--- src/hdl/sta_pkg.sv ---
// ----------------------------------------------------------------------------
// sta_pkg: session table with aging, shared types and constants
// Kinds, event codes, controller states and controller/datapath command types.
// ----------------------------------------------------------------------------
`default_nettype none
package sta_pkg;
  localparam int unsigned ENTRIES_DEF  = 64;
  localparam int unsigned KEY_BITS_DEF = 50;
  localparam int unsigned KEY_W        = 50;
  localparam int unsigned TMO_W        = 16;
  localparam int unsigned TIME_W       = 32;
  localparam int unsigned KIND_W       = 3;
  localparam int unsigned REASON_W     = 4;
  localparam int unsigned EVENT_W      = 3;
  localparam int unsigned COUNT_W      = 7;
  localparam logic [TMO_W-1:0] TMO_RESET = 16'd30;

  localparam logic [KIND_W-1:0] KindCreate = 3'd0;
  localparam logic [KIND_W-1:0] KindQuery  = 3'd1;
  localparam logic [KIND_W-1:0] KindRemove = 3'd2;
  localparam logic [KIND_W-1:0] KindTick   = 3'd3;
  localparam logic [KIND_W-1:0] KindSweep  = 3'd4;
  localparam logic [KIND_W-1:0] KindPop    = 3'd5;

  localparam logic [EVENT_W-1:0] EvNone    = 3'd0;
  localparam logic [EVENT_W-1:0] EvCreated = 3'd1;
  localparam logic [EVENT_W-1:0] EvRefresh = 3'd2;
  localparam logic [EVENT_W-1:0] EvRemoved = 3'd3;
  localparam logic [EVENT_W-1:0] EvTimeout = 3'd4;
  localparam logic [EVENT_W-1:0] EvOffload = 3'd5;
  localparam logic [EVENT_W-1:0] EvFull    = 3'd6;

  typedef enum logic [2:0] {
    StIdle, StScan, StWait, StAct, StEmit
  } state_e;

  // controller -> datapath
  typedef struct packed {
    logic load;      // capture input item, clear scan
    logic scan_step; // advance slot pointer, take registered read
    logic act;       // perform the update chosen for the current item
    logic emit;      // load output register
    logic present;   // show a held sweep eviction
    logic seal;      // mark the held sweep eviction last and show it
  } cmd_t;

  // datapath -> controller
  typedef struct packed {
    logic scan_done;  // pointer past the last slot
    logic hit;        // slot read this cycle matches the scan criterion
    logic is_scan;    // current item walks the table
    logic many;       // sweep: emit per hit and keep going
    logic any_emit;   // sweep already produced a result
  } stat_t;
endpackage
`default_nettype wire

--- src/hdl/sta_ctrl.sv ---
// ----------------------------------------------------------------------------
// sta_ctrl: sequencer of the session table
// Walks the slot memory one entry at a time, through a scan and a wait state, and steps results to the output.
// ----------------------------------------------------------------------------
`default_nettype none
module sta_ctrl (
  input  wire logic           clk_i,
  input  wire logic           rst_ni,
  input  wire logic           in_valid_i,
  output logic                in_ready_o,
  input  wire logic           out_busy_i,
  input  wire sta_pkg::stat_t stat_i,
  output sta_pkg::cmd_t       cmd_o
);
  sta_pkg::state_e state_q, state_d;

  always_ff @(posedge clk_i or negedge rst_ni) begin
    if (!rst_ni) state_q <= sta_pkg::StIdle;
    else         state_q <= state_d;
  end

  always_comb begin
    state_d    = state_q;
    cmd_o      = '0;
    in_ready_o = 1'b0;
    case (state_q)
      sta_pkg::StIdle: begin
        in_ready_o = 1'b1;
        if (in_valid_i) begin
          cmd_o.load = 1'b1;
          state_d    = stat_i.is_scan ? sta_pkg::StScan : sta_pkg::StAct;
        end
      end
      sta_pkg::StScan: begin
        // issue read of current slot
        if (stat_i.scan_done) state_d = sta_pkg::StAct;
        else begin
          cmd_o.scan_step = 1'b1;
          state_d = sta_pkg::StWait;
        end
      end
      sta_pkg::StWait: begin
        // registered read data valid now
        if (stat_i.hit && stat_i.many) begin
          if (out_busy_i) cmd_o.present = 1'b1;
          else begin
            cmd_o.act  = 1'b1;
            cmd_o.emit = 1'b1;
            state_d    = sta_pkg::StScan;
          end
        end else if (stat_i.hit) state_d = sta_pkg::StAct;
        else state_d = sta_pkg::StScan;
      end
      sta_pkg::StAct: begin
        if (stat_i.many && stat_i.any_emit) begin
          cmd_o.seal = 1'b1;
          state_d    = sta_pkg::StIdle;
        end else if (!out_busy_i) begin
          cmd_o.act  = 1'b1;
          cmd_o.emit = 1'b1;
          state_d    = sta_pkg::StIdle;
        end
      end
      default: state_d = sta_pkg::StIdle;
    endcase
  end
endmodule
`default_nettype wire

--- config.mk ---
export PLATFORM = sky130hd
export DESIGN_NAME = sta_ctrl
export DESIGN_NICKNAME = d
export VERILOG_FILES = /design/src/hdl/sta_pkg.sv /design/src/hdl/sta_ctrl.sv
export SDC_FILE = /design/constraint.sdc
export NUM_CORES = 1
export LEC_CHECK = 0
export BUFFER_PORTS_ARGS = -buffer_cell sky130_fd_sc_hd__buf_2
export CAP_MARGIN = 40
export CORE_AREA = 2 2 39 41
export CTS_BUF_LIST = sky130_fd_sc_hd__clkbuf_16
export DETAILED_ROUTE_END_ITERATION = 10
export DIE_AREA = 0 0 41 43
export PLACE_DENSITY = 0.45
export SYNTH_ARGS = -nofsm -noshare
export SYNTH_HDL_FRONTEND = slang
export SYNTH_SLANG_ARGS = --single-unit
export TNS_END_PERCENT = 5
--- constraint.sdc ---
create_clock -name clk_i -period 1.15 [get_ports clk_i]
set_input_delay 0.115 -clock clk_i [delete_from_list [all_inputs] [get_ports clk_i]]
set_output_delay 0.115 -clock clk_i [all_outputs]
set_load 0.02 [all_outputs]
== Word level (Yosys, flattened, before mapping) ==
Index checks and enable logic that the tools add are counted.
Operators by class
  equality and inequality tests: 6
  mux-type cells: 22
  reductions and logical operators: 4
Operators by type and width (count)
  3-bit 2-to-1 mux: 6
  3-bit case mux with 4 select lines: 1
  1-bit 2-to-1 mux: 10
  2-bit 2-to-1 mux: 4
  3-bit by 2-bit equality test with 1-bit output (second input constant): 2
  3-bit != test (second input constant): 2
  2-bit case mux with 2 select lines: 1
  3-bit by 1-bit equality test with 1-bit output (second input constant): 1
  3-bit logical NOT: 1
  3-bit AND reduction: 1
  1-bit logical AND: 2
  2-bit != test (second input constant): 1
Word-level totals
  register bits: 3
  input bits: 9
  output and inout bits: 7
  logic and storage cells: 33

== Depth between registers and ports, before layout ==
Gate-level depths: netlist of run 1.
  depth in word-level cells: 3
  gate-level depth with buffers: 5
  gate-level depth less buffers: 3

== Least setup slack after synthesis of run 1 ==
Ideal clock, no wire load.
  kind: register -> output
  start point: register state_q[0]
  end point: output port cmd_o[3] (netlist name)
  data arrival time: 1.590 ns
  data required time: 1.035 ns
  path slack: -0.555 ns
  stages on the path, launching flop included: 6
  buffers on the path: 2
  cell sequence: dfrtp_1 buf_6 and3b_1 a21oi_1 nor3b_1 buf_4
RTL lines
  start, declared: line sta_ctrl.sv:15  | sta_pkg::state_e state_q, state_d;
  start signal, assigned: line sta_ctrl.sv:18  | if (!rst_ni) state_q <= sta_pkg::StIdle;
  start signal, assigned: line sta_ctrl.sv:19  | else state_q <= state_d;
  end, declared: line sta_ctrl.sv:13  | output sta_pkg::cmd_t cmd_o

==> impl_metrics.py, run 1 <==
metrics = {
    "synth": {
        "syn-num-nets": 34,
        "syn_avg_cell_area_um2": 8.26,
        "synthCells": 25,
        "ys_ff_latch": 2,
        "yosys_warnings": 0,
        "netlist-cell-type-count": 18,
        "yosysSeqAreaShare_pct": 24.2,
        "syn-cell-area_um2": 206,
    },
    "global_routing": {
        "overflow": 0,
        "grt_pass1_vias": 231,
        "grt_max_degree": 11,
        "grt_pass1_wl_um": 903,
        "antenna_found_initial": 0,
        "grt_usage_pct": 7.42,
    },
    "setup_path": {
        "path_cells": "and3b_2 -> a21oi_2 -> nor3b_4 -> buf_6",
        "r2r-end": "state_q[0]",
        "required_ps": 1030,
        "arrival_ps": 1260,
        "end_kind": "output port",
        "critPathLaunchType": "register",
        "worst-path-buf-inv": 1,
        "slowest_stage": "dfrtp_1",
        "cp_top_family": "simple AND/OR/NAND/NOR gates",
        "r2r_setup_slack_ps": 90,
        "r2r-start": "state_q[0]",
        "worstPathMaxFanout": 2,
        "path_class": "register to output port",
        "slowest_delay_ps": 370,
        "r2r_cells": 3,
    },
    "detailed_routing": {
        "drtIter0Drc": 0,
        "route.final.wire_length_um": 549,
        "drc": 0,
        "drt_first_pass_iters": 1,
        "wl_per_cell_um": 9.47,
        "num_vias": 231,
        "ant_nets": 0,
        "routed_via_density": 3.98,
    },
    "power_and_ir_drop": {
        "power_density_nw_per_um2": 2820,
        "p_total_uw": 1180,
        "p_comb_share_pct": 41.2,
        "leakage_uw": 0.000194,
        "switchingPower_uw": 378,
        "p_clk_share_pct": 44.2,
        "pwr-share-seq_pct": 14.6,
        "ir_drop_mv": 0.505,
        "internal_power_uw": 799,
        "swShare_pct": 32.1,
    },
    "clock_network": {
        "cts_tree": "done",
        "clock_path_buffers": 2,
        "clkTransAtPathRegs_ps": 30,
        "numCtsBuffers": 3,
        "clock_latency_ps": 220,
        "root_buffer": "clkbuf_16",
        "clock-sinks": 2,
        "ctsHtreeMaxLevel": 1,
    },
    "status": {
        "failed_checks": "negative setup slack",
        "outcome": "finished, violations left",
    },
    "placed_design": {
        "gp_congestion": 0.702,
        "detailed_place.area_um2": 302,
        "hpwl_um": 421,
        "pre_cts_slack_ps": -4.56,
        "port_buffers": 15,
    },
    "hold_path": {
        "hp-class": "primary input to register",
        "hold_start": "stat_i[3]",
        "worstHoldEndpoint": "state_q[1]",
        "holdPathStages": 3,
    },
    "finish": {
        "final_cell_mix": "buf_2 (9), nand2_1 (4), buf_4 (4)",
        "stdcell_area_um2": 418,
        "reg_top3": "state_q (2)",
        "final_common_cell": "buf_2",
        "regMostFlops": "state_q",
        "fillers": 147,
        "drive_gt1_share_pct": 61.9,
        "area_growth_pct": 102,
        "largest_reg_flops": 2,
        "n_antenna_cell": 0,
        "final_nets": 53,
    },
    "sta": {
        "setup_ws_ps": -222,
        "rsz0062_at_grt": "true",
        "min_period_ps": 1370,
        "slew_headroom_pct": 84.0,
        "fin_skew_ps": 0.877,
        "hold_violations": 0,
        "final_max_slew_viol_count": 0,
        "max_freq_ghz": 0.729,
        "finalSetupViolations": 5,
        "holdWs_ps": 204,
        "worst_pin_slew_ps": 239,
        "finalCritPeriodShare_pct": 119,
    },
    "floorplanning": {
        "die_width_um": 41,
        "dieArea_um2": 1760,
        "start_util_pct": 14.9,
        "row_count": 14,
        "core_region_area_um2": 1380,
        "ios": 16,
        "dieHeight_um": 43,
    },
    "job": {
        "drv_cap": 0,
    },
}
-- what timing repair did --
item                                   4_1_cts  5_1_grt
endpoints found under the hold margin        2        0
setup buffers                                0        0
setup endpoints to repair                    7        7
hold buffers                                 1        0
pin swaps                                    1        0
gates resized for setup                     10        2
-- how the worst max path moves through the flow --
stage / from / to / slack [ps] / depth (start not counted)
6_report: state_q[0] / cmd_o[2] / -220 / 4
5_1_grt: state_q[0] / cmd_o[2] / -290 / 4
4_1_cts: state_q[0] / cmd_o[2] / -240 / 4
3_5_place_dp: state_q[0] / cmd_o[2] / -5 / 4
3_3_place_gp: state_q[0] / cmd_o[3] / -10 / 4
2_1_floorplan: state_q[0] / cmd_o[3] / -230 / 5
-- tightest hold or removal path, cell delays in order --
cell and delay (ps):
buf_2 90, nand4bb_1 100, o221ai_1 80
-- Yosys cell counts --
master / n / area, um2
nand4bb_1: 1 / 11.3
dfrtp_1: 2 / 50.1
nor2b_1: 1 / 6.26
and2_1: 1 / 6.26
a211oi_1: 1 / 7.51
clkbuf_1: 1 / 3.75
buf_6: 1 / 11.3
a21oi_1: 2 / 10.0
a311oi_2: 1 / 15.0
o21bai_1: 1 / 7.51
and3_4: 1 / 11.3
buf_4: 1 / 7.51
nor3b_1: 2 / 15.0
nand2_1: 4 / 15.0
nor2_1: 2 / 7.51
o221ai_1: 1 / 8.76
inv_1: 1 / 3.75
and3b_1: 1 / 8.76
-- cell type report --
cell class / count / area [um2] / share of cell area [%]
multi-input combinational: 19 / 149 / 35.6
timing repair buffer: 17 / 119 / 28.4
clock buffer: 3 / 75.1 / 18.0
sequential: 2 / 51.3 / 12.3
tap: 16 / 20.0 / 4.79
inverter: 1 / 3.75 / 0.898
-- power by group through the flow --
| stage | sequential [uW] | combinational, uW | clock [uW] |
|---|---|---|---|
| floorplan | 118 | 406 | 0 |
| global placement | 170 | 436 | 0 |
| detailed placement | 164 | 436 | 0 |
| CTS | 174 | 478 | 531 |
| global route | 185 | 531 | 537 |
| finish | 172 | 485 | 520 |
-- kinds of logic (layout without fill, tap and decap cells) --
family,Yosys count,after routing,share of synthesized area (%)
and+or+nand+nor,13,13,39.4
AOI/OAI and AO/OA,6,6,23.6
buffers and inverters,4,21,12.7
DFF,2,2,24.2
-- metrics by stage --
step                      std cells  utilization [%]  TNS [ps]
final                            58             30.2      -700
after global routing             58             30.2     -1150
after CTS                        58             29.9      -775
after detailed placement         54             21.8     -8.91
after global placement           54             21.8     -21.1
after floorplan                  25                -      -453
-- routing by layer --
metal	up-vias	wire length, um	track usage [%]
li1	123	-	-
met4	0	0	4.00
met5	-	0	0
met2	4	292	10.3
met1	104	246	10.3
met3	0	10	1.57
Power figures use the tool's default switching activity.
==> inputs of run 2 (changes only) <==
--- a/config.mk
+++ b/config.mk
@@ -11,7 +11,7 @@
 export CTS_BUF_LIST = sky130_fd_sc_hd__clkbuf_16
 export DETAILED_ROUTE_END_ITERATION = 10
 export DIE_AREA = 0 0 41 43
-export PLACE_DENSITY = 0.45
+export PLACE_DENSITY_LB_ADDON = 0.05
 export SYNTH_ARGS = -nofsm -noshare
 export SYNTH_HDL_FRONTEND = slang
 export SYNTH_SLANG_ARGS = --single-unit
==> impl_metrics.py, run 2 (synthesis results as in run 1) <==
metrics = {
    "global_routing": {
        "grt_max_degree": 11,
        "grtUsageMet3_pct": 3.14,
        "grt_pass1_vias": 235,
        "grt_pass1_wl_um": 952,
        "grt_usage_pct": 8.51,
        "busiest_layer": "met1",
        "met1_usage_pct": 10.8,
        "overflow": 0,
        "use_met2_pct": 10.3,
        "antenna_found_initial": 0,
    },
    "hold_path": {
        "hp-class": "primary input to register",
        "worstHoldEndpoint": "state_q[1]",
        "hold_start": "stat_i[3]",
        "holdPathStages": 3,
    },
    "finish": {
        "regMostFlops": "state_q",
        "area_growth_pct": 102,
        "drive_gt1_share_pct": 61.9,
        "final_cell_mix": "buf_2 (9), nand2_1 (4), buf_4 (4)",
        "final_cells": 58,
        "fin_util_pct": 30.2,
        "n_antenna_cell": 0,
        "final_nets": 53,
        "reg_top3": "state_q (2)",
        "final_common_cell": "buf_2",
        "largest_reg_flops": 2,
    },
    "power_and_ir_drop": {
        "ir_drop_mv": 1.08,
        "leakage_uw": 0.000194,
        "power_density_nw_per_um2": 2820,
    },
    "floorplanning": {
        "core_region_area_um2": 1380,
        "start_util_pct": 14.9,
        "ios": 16,
        "row_count": 14,
        "dieArea_um2": 1760,
        "die_width_um": 41,
        "dieHeight_um": 43,
    },
    "sta": {
        "worst_pin_slew_ps": 255,
        "fin_skew_ps": 1.92,
        "finalSetupViolations": 5,
        "max_freq_ghz": 0.725,
        "rsz0062_at_grt": "true",
        "final_max_slew_viol_count": 0,
        "finalCritPeriodShare_pct": 120,
        "slew_headroom_pct": 82.9,
        "setup_ws_ps": -230,
        "hold_violations": 0,
        "min_period_ps": 1380,
    },
    "setup_path": {
        "arrival_ps": 1260,
        "critPathLaunchType": "register",
        "end_kind": "output port",
        "r2r-end": "state_q[0]",
        "path_class": "register to output port",
        "required_ps": 1030,
        "r2r_cells": 3,
        "r2r-start": "state_q[0]",
        "worstPathMaxFanout": 2,
        "r2r_setup_slack_ps": 70,
    },
    "placed_design": {
        "hpwl_um": 437,
        "gp_congestion": 0.573,
        "placed_cells": 54,
        "port_buffers": 15,
    },
    "detailed_routing": {
        "wl_per_cell_um": 10.3,
        "drtIter0Drc": 0,
        "drt_first_pass_iters": 1,
        "route.final.wire_length_um": 600,
        "num_vias": 238,
        "routed_via_density": 4.10,
        "drc": 0,
        "ant_nets": 0,
    },
    "clock_network": {
        "root_buffer": "clkbuf_16",
        "ctsHtreeMaxLevel": 1,
        "numCtsBuffers": 3,
        "clock_path_buffers": 2,
        "clock_latency_ps": 220,
        "clkTransAtPathRegs_ps": 30,
        "cts_tree": "done",
        "clock-sinks": 2,
        "cts_setup_buffers": 0,
    },
    "status": {
        "failed_checks": "negative setup slack",
        "outcome": "finished, violations left",
    },
    "job": {
        "drv_cap": 0,
    },
}
-- run 2: cell counts in the layout (fill, tap and decap cells not counted) --
No cell type changed its count.
-- run 2: how the worst max path moves through the flow --
stage                from  endpoint  slack, ps  depth (start not counted)
6_report       state_q[0]  cmd_o[2]       -230                          4
3_3_place_gp   state_q[0]  cmd_o[3]        -30                          4
4_1_cts        state_q[0]  cmd_o[3]       -250                          4
2_1_floorplan  state_q[0]  cmd_o[3]       -230                          5
5_1_grt        state_q[0]  cmd_o[2]       -290                          4
3_5_place_dp   state_q[0]  cmd_o[3]        -20                          4
-- run 2: layout make-up --
| cell class | instances | area, um2 |
|---|---|---|
| Fill cell | 156 | 966 |
| Multi-Input combinational cell | 19 | 149 |
| Timing Repair Buffer | 17 | 119 |
| Clock buffer | 3 | 75.1 |
| Sequential cell | 2 | 51.3 |
| Tap cell | 16 | 20.0 |
| Inverter | 1 | 3.75 |
-- run 2: worst max-delay path, cell delays in order (launching register included) --
cell and delay (ps):
dfrtp_1 370, and3b_2 260, a21oi_2 50, nor3b_4 210, buf_6 150
-- run 2: where the power goes --
part	switching (uW)	total, uW	internal (uW)	leakage (uW)
combinational	242	486	244	0.000135
sequential	61.1	173	112	0.0000222
clock	78.7	521	442	0.0000370
total	382	1180	799	0.000194
-- run 2: layer usage --
metal  vias up  part of all wire (%)
met2        11                    48
met3         2                   6.3
met1       102                    44
met4         0                   1.7
li1        123                     -
met5         -                     0
-- run 2: stage by stage --
step	area [um2]	power [uW]	setup WS [ps]	setup TNS (ps)	hold WS (ps)
floorplan	225	524	-230	-453	-181
global placement	302	612	-25.5	-50.8	-101
detailed placement	302	604	-20.3	-39.8	-99.5
CTS	412	1180	-250	-862	206
global route	418	1250	-288	-1090	235
finish	418	1180	-230	-735	199
-- run 2: timing repair --
item,4_1_cts,5_1_grt
pin swaps,1,0
hold buffers,1,0
resized for setup,9,3
endpoints found under the setup margin,7,7
endpoints found under the hold margin,2,0
